File: config.mk
export PLATFORM = sky130hd
export DESIGN_NAME = arp_cache_engine
export DESIGN_NICKNAME = d
export VERILOG_FILES = /design/src/hw/rtl/arpc_pkg.sv /design/src/hw/rtl/arpc_table.sv /design/src/hw/rtl/arpc_scan.sv /design/src/hw/rtl/arp_cache_engine.sv
export SDC_FILE = /design/constraint.sdc
export NUM_CORES = 2
export LEC_CHECK = 0
export ABC_AREA = 0
export BUFFER_PORTS_ARGS = -buffer_cell sky130_fd_sc_hd__buf_2
export CORE_UTILIZATION = 35
export CTS_CLUSTER_SIZE = 16
export DETAILED_ROUTE_END_ITERATION = 10
export PLACE_DENSITY = 0.47
export REMOVE_ABC_BUFFERS = 1
export SYNTH_ARGS = -nofsm -noshare
export SYNTH_HDL_FRONTEND = slang
export SYNTH_HIERARCHICAL = 1
export SYNTH_SLANG_ARGS = --single-unit
File: constraint.sdc
create_clock -name clock -period 41.8 [get_ports clock]
set_clock_uncertainty 0.15 [all_clocks]
set_input_delay 0 -clock clock [delete_from_list [all_inputs] [get_ports clock]]
set_output_delay 0 -clock clock [all_outputs]
set_load 0.01 [all_outputs]
File: src/hw/rtl/arpc_pkg.sv
// Shared types and constants of the ARP cache engine.
package arpc_pkg;

   localparam int REQ_DATA_W = 224;
   localparam int RSP_DATA_W = 184;
   localparam int CSR_ADDR_W = 6;
   localparam int CSR_DATA_W = 64;

   localparam logic [10:0] MIN_MSG_LEN   = 11'd28;
   localparam logic [15:0] HW_ETHER      = 16'h0001;
   localparam logic [15:0] PROTO_IPV4    = 16'h0800;
   localparam logic [7:0]  HW_ADDR_LEN   = 8'd6;
   localparam logic [7:0]  PROTO_ADDR_LEN = 8'd4;
   localparam logic [15:0] ARP_CODE_REQ  = 16'h0001;
   localparam logic [15:0] TIMEOUT_RESET = 16'd30;
   localparam logic [47:0] MAC_BROADCAST = 48'hFFFF_FFFF_FFFF;

   typedef enum logic [1:0] {
      OP_RX      = 2'd0,
      OP_RESOLVE = 2'd1,
      OP_TICK    = 2'd2
   } arpc_op_type;

   typedef enum logic [2:0] {
      RS_ACCEPTED   = 3'd0,
      RS_TOO_SHORT  = 3'd1,
      RS_BAD_HW     = 3'd2,
      RS_BAD_PROTO  = 3'd3,
      RS_FOUND      = 3'd4,
      RS_INCOMPLETE = 3'd5,
      RS_ERROR      = 3'd6,
      RS_TICK_DONE  = 3'd7
   } arpc_status_type;

   typedef enum logic [1:0] {
      ENT_FREE       = 2'd0,
      ENT_INCOMPLETE = 2'd1,
      ENT_RESOLVED   = 2'd2
   } arpc_ent_type;

   typedef enum logic [2:0] {
      REG_LOCAL_IP   = 3'd0,
      REG_LOCAL_MAC  = 3'd1,
      REG_TIMEOUT    = 3'd2,
      REG_IFACE      = 3'd3,
      REG_DEVICE_ETH = 3'd4
   } arpc_reg_type;

   typedef enum logic [1:0] {
      FSM_IDLE,
      FSM_SCAN,
      FSM_APPLY
   } arpc_fsm_type;

   typedef struct packed {
      logic clear;
      logic en;
      logic age_en;
   } arpc_scan_ctl_type;

   typedef struct packed {
      logic found;
      logic found_res;
      logic has_free;
      logic expire;
   } arpc_hit_type;

endpackage

File: src/hw/rtl/arpc_table.sv
// Entry storage: state flops plus IP, MAC and stamp memories with registered read.
module arpc_table #(
   parameter int ENTRIES = 32
) (
   input  logic                          clock,
   input  logic                          reset,
   input  logic                          rd_en,
   input  logic [$clog2(ENTRIES)-1:0]    rd_addr,
   input  logic                          wr_en,
   input  logic [$clog2(ENTRIES)-1:0]    wr_idx,
   input  logic [31:0]                   wr_ip,
   input  logic [47:0]                   wr_mac,
   input  logic [31:0]                   wr_stamp,
   input  logic                          st_wr_en,
   input  logic [$clog2(ENTRIES)-1:0]    st_wr_idx,
   input  arpc_pkg::arpc_ent_type        st_wr_val,
   output logic                          rd_vld,
   output logic [$clog2(ENTRIES)-1:0]    rd_idx,
   output arpc_pkg::arpc_ent_type        rd_st,
   output logic [31:0]                   rd_ip,
   output logic [47:0]                   rd_mac,
   output logic [31:0]                   rd_stamp
);
   import arpc_pkg::*;

   localparam int IDX_W = $clog2(ENTRIES);

   arpc_ent_type             st_ff [ENTRIES];
   logic [31:0]              ip_mem [ENTRIES];
   logic [47:0]              mac_mem [ENTRIES];
   logic [31:0]              stamp_mem [ENTRIES];
   logic                     rd_vld_ff;
   logic [IDX_W-1:0]         rd_idx_ff;
   arpc_ent_type             rd_st_ff;
   logic [31:0]              rd_ip_ff;
   logic [47:0]              rd_mac_ff;
   logic [31:0]              rd_stamp_ff;

   always_ff @(posedge clock) begin
      if (reset) begin
         for (int i = 0; i < ENTRIES; i++) begin
            st_ff[i] <= ENT_FREE;
         end
         rd_vld_ff <= 1'b0;
      end else begin
         if (st_wr_en) begin
            st_ff[st_wr_idx] <= st_wr_val;
         end
         rd_vld_ff <= rd_en;
      end
   end

   always_ff @(posedge clock) begin
      if (rd_en) begin
         rd_idx_ff <= rd_addr;
         rd_st_ff  <= st_ff[rd_addr];
      end
   end

   always_ff @(posedge clock) begin
      if (wr_en) begin
         ip_mem[wr_idx]    <= wr_ip;
         mac_mem[wr_idx]   <= wr_mac;
         stamp_mem[wr_idx] <= wr_stamp;
      end
      if (rd_en) begin
         rd_ip_ff    <= ip_mem[rd_addr];
         rd_mac_ff   <= mac_mem[rd_addr];
         rd_stamp_ff <= stamp_mem[rd_addr];
      end
   end

   assign rd_vld   = rd_vld_ff;
   assign rd_idx   = rd_idx_ff;
   assign rd_st    = rd_st_ff;
   assign rd_ip    = rd_ip_ff;
   assign rd_mac   = rd_mac_ff;
   assign rd_stamp = rd_stamp_ff;

endmodule

File: src/hw/rtl/arpc_scan.sv
// Shared compare unit: match, age, expiry and allocation tracking, one entry per cycle.
module arpc_scan #(
   parameter int ENTRIES = 32
) (
   input  logic                          clock,
   input  logic                          reset,
   input  arpc_pkg::arpc_scan_ctl_type   ctl,
   input  logic [$clog2(ENTRIES)-1:0]    idx,
   input  arpc_pkg::arpc_ent_type        st,
   input  logic [31:0]                   ip,
   input  logic [47:0]                   mac,
   input  logic [31:0]                   stamp,
   input  logic [31:0]                   key,
   input  logic [31:0]                   now,
   input  logic [15:0]                   timeout,
   output arpc_pkg::arpc_hit_type        hit,
   output logic [$clog2(ENTRIES)-1:0]    found_idx,
   output logic [47:0]                   found_mac,
   output logic [$clog2(ENTRIES)-1:0]    alloc_idx
);
   import arpc_pkg::*;

   localparam int IDX_W = $clog2(ENTRIES);

   logic              found_ff;
   logic              found_res_ff;
   logic [IDX_W-1:0]  found_idx_ff;
   logic [47:0]       found_mac_ff;
   logic              free_ff;
   logic [IDX_W-1:0]  free_idx_ff;
   logic              first_ff;
   logic [31:0]       best_age_ff;
   logic [IDX_W-1:0]  best_idx_ff;
   logic              live;
   logic              ip_match;
   logic [31:0]       age;

   assign live     = (st != ENT_FREE);
   assign ip_match = (ip == key);
   assign age      = now - stamp;

   always_ff @(posedge clock) begin
      if (reset || ctl.clear) begin
         found_ff <= 1'b0;
         free_ff  <= 1'b0;
         first_ff <= 1'b1;
      end else if (ctl.en) begin
         if (live && ip_match && !found_ff) begin
            found_ff <= 1'b1;
         end
         if (!live && !free_ff) begin
            free_ff <= 1'b1;
         end
         first_ff <= 1'b0;
      end
   end

   always_ff @(posedge clock) begin
      if (ctl.en) begin
         if (live && ip_match && !found_ff) begin
            found_idx_ff <= idx;
            found_mac_ff <= mac;
            found_res_ff <= (st == ENT_RESOLVED);
         end
         if (!live && !free_ff) begin
            free_idx_ff <= idx;
         end
         if (live && (first_ff || age > best_age_ff)) begin
            best_age_ff <= age;
            best_idx_ff <= idx;
         end
      end
   end

   assign hit.found     = found_ff;
   assign hit.found_res = found_res_ff;
   assign hit.has_free  = free_ff;
   assign hit.expire    = ctl.en && ctl.age_en && live && (age > 32'(timeout));
   assign found_idx     = found_idx_ff;
   assign found_mac     = found_mac_ff;
   assign alloc_idx     = free_ff ? free_idx_ff : best_idx_ff;

endmodule

File: src/hw/rtl/arp_cache_engine.sv
// ARP cache engine top level: sequencer, item and configuration registers, result register.
//
//  channel  | dir | handshake             | payload
//  ---------+-----+-----------------------+------------------------------------------
//  req_     | in  | req_tvalid/req_tready | tuser opcode, tdata ARP header + addresses
//  rsp_     | out | rsp_tvalid/rsp_tready | tuser status, tdata send fields + MAC
//  csr_     | in  | psel/penable, pready  | 64-bit registers at 8*index
//
//  An item that touches the table passes accept, a scan of all CACHE_ENTRIES entries (one table
//  read per cycle through the shared compare unit) and an update step; its result is registered
//  at the update. Rejected headers, resolve errors and unused opcodes skip the scan.
//  Reset clears all entry states at once; the block is ready the cycle after reset.
//  A held result stalls only the update step; the next item is taken once that step is done.
module arp_cache_engine #(
   parameter int CACHE_ENTRIES = 32
) (
   input  logic                              clock,
   input  logic                              reset,
   input  logic                              req_tvalid,
   output logic                              req_tready,
   // opcode
   input  logic [1:0]                        req_tuser,
   // msg_len, hw_type, proto_type, hw_len, proto_len, arp_op, sender_mac, sender_ip,
   // target_ip, lookup_ip
   input  logic [arpc_pkg::REQ_DATA_W-1:0]   req_tdata,
   output logic                              rsp_tvalid,
   input  logic                              rsp_tready,
   // status
   output logic [2:0]                        rsp_tuser,
   // send_valid, send_is_reply, send_dest_mac, send_target_mac, send_target_ip,
   // resolved_mac
   output logic [arpc_pkg::RSP_DATA_W-1:0]   rsp_tdata,
   input  logic                              csr_psel,
   input  logic                              csr_penable,
   input  logic                              csr_pwrite,
   input  logic [arpc_pkg::CSR_ADDR_W-1:0]   csr_paddr,
   input  logic [arpc_pkg::CSR_DATA_W-1:0]   csr_pwdata,
   output logic [arpc_pkg::CSR_DATA_W-1:0]   csr_prdata,
   output logic                              csr_pready
);
   import arpc_pkg::*;

   localparam int IDX_W = $clog2(CACHE_ENTRIES);
   localparam int CNT_W = IDX_W + 1;

   arpc_fsm_type       state_ff, state_in;
   logic [CNT_W-1:0]   cnt_ff, cnt_in;
   logic [31:0]        now_ff, now_in;
   logic               rsp_valid_ff, rsp_valid_in;
   arpc_status_type    rsp_status_ff;
   logic [RSP_DATA_W-1:0] rsp_data_ff;

   logic [31:0]        local_ip_ff;
   logic [47:0]        local_mac_ff;
   logic [15:0]        timeout_ff;
   logic               iface_ff;
   logic               eth_ff;

   arpc_op_type        op_ff;
   arpc_status_type    pre_status_ff;
   logic               ok_ff;
   logic               is_req_ff;
   logic [31:0]        key_ff;
   logic [47:0]        sender_mac_ff;
   logic [31:0]        target_ip_ff;

   logic               accept;
   logic               rd_en;
   logic               apply_go;
   logic               do_scan;
   arpc_status_type    hdr_status;
   logic               csr_wr;

   logic [10:0]        in_msg_len;
   logic [15:0]        in_hw_type;
   logic [15:0]        in_proto_type;
   logic [7:0]         in_hw_len;
   logic [7:0]         in_proto_len;
   logic [15:0]        in_arp_op;
   logic [47:0]        in_sender_mac;
   logic [31:0]        in_sender_ip;
   logic [31:0]        in_target_ip;
   logic [31:0]        in_lookup_ip;

   logic               tbl_vld;
   logic [IDX_W-1:0]   tbl_idx;
   arpc_ent_type       tbl_st;
   logic [31:0]        tbl_ip;
   logic [47:0]        tbl_mac;
   logic [31:0]        tbl_stamp;

   arpc_scan_ctl_type  scan_ctl;
   arpc_hit_type       hit;
   logic [IDX_W-1:0]   found_idx;
   logic [47:0]        found_mac;
   logic [IDX_W-1:0]   alloc_idx;

   logic               ap_wr;
   logic [IDX_W-1:0]   ap_idx;
   arpc_ent_type       ap_st;
   logic [47:0]        ap_mac;
   arpc_status_type    res_status;
   logic               res_sv;
   logic               res_rep;
   logic [47:0]        res_dst;
   logic [47:0]        res_tha;
   logic [31:0]        res_tip;
   logic [47:0]        res_rmac;
   logic               for_us;

   logic               tbl_wr_en;
   logic               st_wr_en;
   logic [IDX_W-1:0]   st_wr_idx;
   arpc_ent_type       st_wr_val;

   assign in_msg_len    = req_tdata[10:0];
   assign in_hw_type    = req_tdata[26:11];
   assign in_proto_type = req_tdata[42:27];
   assign in_hw_len     = req_tdata[50:43];
   assign in_proto_len  = req_tdata[58:51];
   assign in_arp_op     = req_tdata[74:59];
   assign in_sender_mac = req_tdata[122:75];
   assign in_sender_ip  = req_tdata[154:123];
   assign in_target_ip  = req_tdata[186:155];
   assign in_lookup_ip  = req_tdata[218:187];

   // configuration port
   assign csr_pready = 1'b1;
   assign csr_wr     = csr_psel && csr_penable && csr_pwrite;

   always_ff @(posedge clock) begin
      if (reset) begin
         local_ip_ff  <= 32'd0;
         local_mac_ff <= 48'd0;
         timeout_ff   <= TIMEOUT_RESET;
         iface_ff     <= 1'b1;
         eth_ff       <= 1'b1;
      end else if (csr_wr) begin
         case (csr_paddr[5:3])
            REG_LOCAL_IP:   local_ip_ff  <= csr_pwdata[31:0];
            REG_LOCAL_MAC:  local_mac_ff <= csr_pwdata[47:0];
            REG_TIMEOUT:    timeout_ff   <= csr_pwdata[15:0];
            REG_IFACE:      iface_ff     <= csr_pwdata[0];
            REG_DEVICE_ETH: eth_ff       <= csr_pwdata[0];
            default: ;
         endcase
      end
   end

   always_comb begin
      case (csr_paddr[5:3])
         REG_LOCAL_IP:   csr_prdata = {32'd0, local_ip_ff};
         REG_LOCAL_MAC:  csr_prdata = {16'd0, local_mac_ff};
         REG_TIMEOUT:    csr_prdata = {48'd0, timeout_ff};
         REG_IFACE:      csr_prdata = {63'd0, iface_ff};
         REG_DEVICE_ETH: csr_prdata = {63'd0, eth_ff};
         default:        csr_prdata = '0;
      endcase
   end

   // header checks and scan decision at accept
   always_comb begin
      if (in_msg_len < MIN_MSG_LEN) begin
         hdr_status = RS_TOO_SHORT;
      end else if (in_hw_type != HW_ETHER || in_hw_len != HW_ADDR_LEN) begin
         hdr_status = RS_BAD_HW;
      end else if (in_proto_type != PROTO_IPV4 || in_proto_len != PROTO_ADDR_LEN) begin
         hdr_status = RS_BAD_PROTO;
      end else begin
         hdr_status = RS_ACCEPTED;
      end
      case (req_tuser)
         OP_RX:      do_scan = (hdr_status == RS_ACCEPTED);
         OP_RESOLVE: do_scan = eth_ff && iface_ff;
         OP_TICK:    do_scan = 1'b1;
         default:    do_scan = 1'b0;
      endcase
   end

   // sequencer
   always_comb begin
      state_in   = state_ff;
      cnt_in     = cnt_ff;
      req_tready = 1'b0;
      accept     = 1'b0;
      rd_en      = 1'b0;
      apply_go   = 1'b0;
      case (state_ff)
         FSM_IDLE: begin
            req_tready = 1'b1;
            accept     = req_tvalid;
            cnt_in     = '0;
            if (req_tvalid) begin
               state_in = do_scan ? FSM_SCAN : FSM_APPLY;
            end
         end
         FSM_SCAN: begin
            rd_en = (cnt_ff < CNT_W'(CACHE_ENTRIES));
            if (rd_en) begin
               cnt_in = cnt_ff + 1'b1;
            end
            if (tbl_vld && tbl_idx == IDX_W'(CACHE_ENTRIES - 1)) begin
               state_in = FSM_APPLY;
            end
         end
         FSM_APPLY: begin
            apply_go = !rsp_valid_ff || rsp_tready;
            if (apply_go) begin
               state_in = FSM_IDLE;
            end
         end
         default: state_in = FSM_IDLE;
      endcase
   end

   assign now_in = (accept && req_tuser == OP_TICK) ? now_ff + 32'd1 : now_ff;

   always_ff @(posedge clock) begin
      if (reset) begin
         state_ff     <= FSM_IDLE;
         cnt_ff       <= '0;
         now_ff       <= 32'd0;
         rsp_valid_ff <= 1'b0;
      end else begin
         state_ff     <= state_in;
         cnt_ff       <= cnt_in;
         now_ff       <= now_in;
         rsp_valid_ff <= rsp_valid_in;
      end
   end

   always_ff @(posedge clock) begin
      if (accept) begin
         op_ff         <= arpc_op_type'(req_tuser);
         pre_status_ff <= hdr_status;
         ok_ff         <= do_scan;
         is_req_ff     <= (in_arp_op == ARP_CODE_REQ);
         key_ff        <= (req_tuser == OP_RESOLVE) ? in_lookup_ip : in_sender_ip;
         sender_mac_ff <= in_sender_mac;
         target_ip_ff  <= in_target_ip;
      end
   end

   // table and compare unit
   assign scan_ctl.clear  = accept;
   assign scan_ctl.en     = (state_ff == FSM_SCAN) && tbl_vld;
   assign scan_ctl.age_en = (op_ff == OP_TICK);

   arpc_table #(
      .ENTRIES (CACHE_ENTRIES)
   ) u_table (
      .clock     (clock),
      .reset     (reset),
      .rd_en     (rd_en),
      .rd_addr   (cnt_ff[IDX_W-1:0]),
      .wr_en     (tbl_wr_en),
      .wr_idx    (ap_idx),
      .wr_ip     (key_ff),
      .wr_mac    (ap_mac),
      .wr_stamp  (now_ff),
      .st_wr_en  (st_wr_en),
      .st_wr_idx (st_wr_idx),
      .st_wr_val (st_wr_val),
      .rd_vld    (tbl_vld),
      .rd_idx    (tbl_idx),
      .rd_st     (tbl_st),
      .rd_ip     (tbl_ip),
      .rd_mac    (tbl_mac),
      .rd_stamp  (tbl_stamp)
   );

   arpc_scan #(
      .ENTRIES (CACHE_ENTRIES)
   ) u_scan (
      .clock     (clock),
      .reset     (reset),
      .ctl       (scan_ctl),
      .idx       (tbl_idx),
      .st        (tbl_st),
      .ip        (tbl_ip),
      .mac       (tbl_mac),
      .stamp     (tbl_stamp),
      .key       (key_ff),
      .now       (now_ff),
      .timeout   (timeout_ff),
      .hit       (hit),
      .found_idx (found_idx),
      .found_mac (found_mac),
      .alloc_idx (alloc_idx)
   );

   // update and result
   assign for_us = iface_ff && (local_ip_ff == target_ip_ff);

   always_comb begin
      ap_wr      = 1'b0;
      ap_idx     = alloc_idx;
      ap_st      = ENT_RESOLVED;
      ap_mac     = sender_mac_ff;
      res_status = RS_ERROR;
      res_sv     = 1'b0;
      res_rep    = 1'b0;
      res_dst    = 48'd0;
      res_tha    = 48'd0;
      res_tip    = 32'd0;
      res_rmac   = 48'd0;
      case (op_ff)
         OP_RX: begin
            if (!ok_ff) begin
               res_status = pre_status_ff;
            end else begin
               res_status = RS_ACCEPTED;
               if (hit.found) begin
                  ap_wr  = 1'b1;
                  ap_idx = found_idx;
               end else if (for_us) begin
                  ap_wr = 1'b1;
               end
               if (for_us && is_req_ff) begin
                  res_sv  = 1'b1;
                  res_rep = 1'b1;
                  res_dst = sender_mac_ff;
                  res_tha = sender_mac_ff;
                  res_tip = key_ff;
               end
            end
         end
         OP_RESOLVE: begin
            ap_st  = ENT_INCOMPLETE;
            ap_mac = 48'd0;
            if (ok_ff) begin
               if (hit.found && hit.found_res) begin
                  res_status = RS_FOUND;
                  res_rmac   = found_mac;
               end else begin
                  ap_wr      = !hit.found;
                  res_status = RS_INCOMPLETE;
                  res_sv     = 1'b1;
                  res_dst    = MAC_BROADCAST;
                  res_tip    = key_ff;
               end
            end
         end
         OP_TICK:  res_status = RS_TICK_DONE;
         default:  res_status = RS_ERROR;
      endcase
   end

   assign tbl_wr_en = apply_go && ap_wr;
   assign st_wr_en  = tbl_wr_en || hit.expire;
   assign st_wr_idx = tbl_wr_en ? ap_idx : tbl_idx;
   assign st_wr_val = tbl_wr_en ? ap_st : ENT_FREE;

   assign rsp_valid_in = apply_go || (rsp_valid_ff && !rsp_tready);

   always_ff @(posedge clock) begin
      if (apply_go) begin
         rsp_status_ff <= res_status;
         rsp_data_ff   <= {6'd0, res_rmac, res_tip, res_tha, res_dst, res_rep, res_sv};
      end
   end

   assign rsp_tvalid = rsp_valid_ff;
   assign rsp_tuser  = rsp_status_ff;
   assign rsp_tdata  = rsp_data_ff;

   assert property (@(posedge clock) disable iff (reset)
      tbl_vld |-> state_ff == FSM_SCAN)
      else $error("table read outside scan");

   assert property (@(posedge clock) disable iff (reset)
      tbl_wr_en |-> state_ff == FSM_APPLY && !hit.expire)
      else $error("entry write outside update");

   assert property (@(posedge clock) disable iff (reset)
      hit.expire |-> op_ff == OP_TICK)
      else $error("entry aged out on a non-tick item");

   assert property (@(posedge clock) disable iff (reset)
      (req_tvalid && req_tready && req_tuser == OP_TICK) |=> now_ff == $past(now_ff) + 32'd1)
      else $error("tick did not advance time");

endmodule

==> out/metrics.cfg <==
[timing]
rsz0062_at_grt=no
period_share_pct=18.16
whs_ns=0.09076
hold_viol=0
tightest_slew_ns=1.355
max_slew_margin_pct=9.570
timing.fmax_mhz=131.8
drv_slew=0
setup_violations=0
fin_crit_ns=7.589

[die]
chipWidth_um=693.4
coreArea_um2=475500
ios=557
die_area_um2=480800
fp.dieH_um=693.4
rows=253
start_util_pct=35.19

[run]
cap_violations=0

[cts]
post_cts_buffers=0
ctsResizeCount=0
cts_tree=done
cts_root_buf=clkbuf_16
htree_levels=5
cts.sinks=4305
clock_path_buffers=4
cts_buffers=463
clk_pin_slew_ns=0.06
clk_latency_ns=1.03

[setup_path]
cpPeakStageDelay_ns=1.21
cp-start-kind=register
crit_path_start=now_ff[4]
crit_buf_inv=0
crit_path_end_kind=register
cpLargestDelayFamily=simple AND/OR/NAND/NOR gates
worstPathRequired_ns=42.34
crit_arrival_ns=8.12
regToRegSetupSlack_ns=34.21
slowest_stage=dfxtp_1
critPathKind=register to register
path_cells=ha_1 -> a21oi_1 -> a21o_1 -> nand2_1 -> a21o_1 -> a21oi_1 -> o221ai_1 -> xor2_1 -> ha_1 -> nand4_1 -> nor4_1 -> o22ai_1 -> a211oi_1 -> nand4bb_1 -> nor4_2 -> a21oi_1 -> or2_2 -> nand4bb_1 -> o21bai_1
crit_top_cell=a21oi_1
reg2reg_from=now_ff[4]
path_max_fanout=36
rr_worst_depth=19
worstReg2RegEnd=u_table/st_ff[14][1]

[layout]
drive_gt1_share_pct=19.69
layout.nets=10530
syn_to_final_growth_pct=18.12
final_cell_mix=edfxtp_1 (4,162), mux2i_1 (930), a22oi_1 (607)
layout_commonest_cell=edfxtp_1
instances_no_fill=16910
fill_cells=42266
final_area_um2=197600

[power_and_ir_drop]
power.density_nw_per_um2=46.07
power_mw=9.104
p_leak_nw=60.44
peakVddDrop_v=0.00003807

[placement]
dp.cells=15582
place_area_um2=178100
portBuffers=507
dp.final_hpwl_um=257700
routabilityCongestion=0.8002

[outcome]
status=complete, no violations

[global_routing]
grt_max_degree=100
grt_pass1_vias=92058
track_usage_pct=20.26
grt_pass1_wl_um=696200
grt_overflow_total=0
antenna_found_initial=18

[routing]
drc=0
drtIter0Drc=8285
ant_nets=0
viasPerCell=5.356
dr.pass1.iters=6
num_vias=90564
wl_per_cell_um=29.59
routed_wl_um=500300

[hold_path]
timing.hold.worst_endpoint=sender_mac_ff[45]
hold_path.startpoint=req_tdata[120]
hold_path_depth=3
holdCritPathClass=input pin to register

[yosys]
syn_area_per_cell_um2=18.75
yosys_warnings=6
mappedNetlistArea_um2=167300
postSynthCellCount=8922

## layer usage
layer / share of wire (%) / track usage [%] / vias up / wire [um]
met1: 44 / 28.19 / 48531 / 219600
li1: - / - / 38456 / -
met2: 48 / 33.98 / 2884 / 241500
met3: 5.4 / 2.428 / 693 / 27130
met4: 2.4 / 4.831 / 0 / 12060
met5: 0 / 0 / - / 0
## cell type report
class | count | area, um^2 | share of cell area [%]
Antenna cell | 7 | 17.52 | 0.008864
Clock buffer | 587 | 12230 | 6.189
Clock inverter | 261 | 2496 | 1.263
Inverter | 107 | 401.6 | 0.2032
Multi-Input combinational cell | 4015 | 37090 | 18.77
Sequential cell | 4305 | 127900 | 64.70
Tap cell | 6375 | 7976 | 4.036
Timing Repair Buffer | 1253 | 9545 | 4.830
## power breakdown
group          internal (mW)  switching [mW]
Combinational          0.114           0.200
Sequential              4.78          0.0158
Clock                   2.30            1.70
## stage by stage
| step | utilization (%) | worst slack, ns | setup TNS (ns) |
|---|---|---|---|
| after floorplan | - | -19.91 | -1353.80 |
| after global placement | 37.46 | 34.41 | 0 |
| after CTS | 41.56 | 34.29 | 0 |
| final | 41.56 | 34.21 | 0 |
| after global routing | 41.56 | 33.63 | 0 |
| after detailed placement | 37.46 | 34.28 | 0 |
## how the worst max path moves through the flow
stage,endpoint,slack (ns),depth (start not counted)
global route,u_table/st_ff[10][1],33.63,20
global placement,u_table/st_ff[10][0],34.41,19
CTS,u_table/st_ff[14][1],34.29,19
finish,u_table/st_ff[14][1],34.21,19
detailed placement,u_table/st_ff[14][1],34.28,19
floorplan,u_table/rd_stamp[28],-19.91,4
## state kept, by name, summed over array words and instances, names as in the netlist, 6 cells and up
name	cells
u_table/mac_mem	1536
u_table/ip_mem	1024
u_table/stamp_mem	1024
rsp_tdata	178
u_table/st_ff	64
local_mac_ff	48
sender_mac_ff	48
u_scan/found_mac	48
u_table/rd_mac	48
key_ff	32
local_ip_ff	32
now_ff	32
target_ip_ff	32
u_scan/best_age_ff	32
u_table/rd_ip	32
u_table/rd_stamp	32
timeout_ff	16
cnt_ff	6
## worst register-to-register path, cell delays in order (launching register included)
cell       delay, ns
dfxtp_1         1.21
ha_1            0.48
a21oi_1         0.24
a21o_1          0.26
nand2_1         0.16
a21o_1          0.20
a21oi_1         0.27
o221ai_1        0.18
xor2_1          0.50
ha_1            0.23
nand4_1         0.16
nor4_1          0.78
o22ai_1         0.22
a211oi_1        0.30
nand4bb_1       0.15
nor4_2          0.28
a21oi_1         0.12
or2_2           0.35
nand4bb_1       0.81
o21bai_1        0.28
## what timing repair did
action,4_1_cts,5_1_grt
hold buffers,473,0
endpoints found under the setup margin,0,0
endpoints found under the hold margin,420,0
No activity file was read; power rests on OpenSTA's default activity.
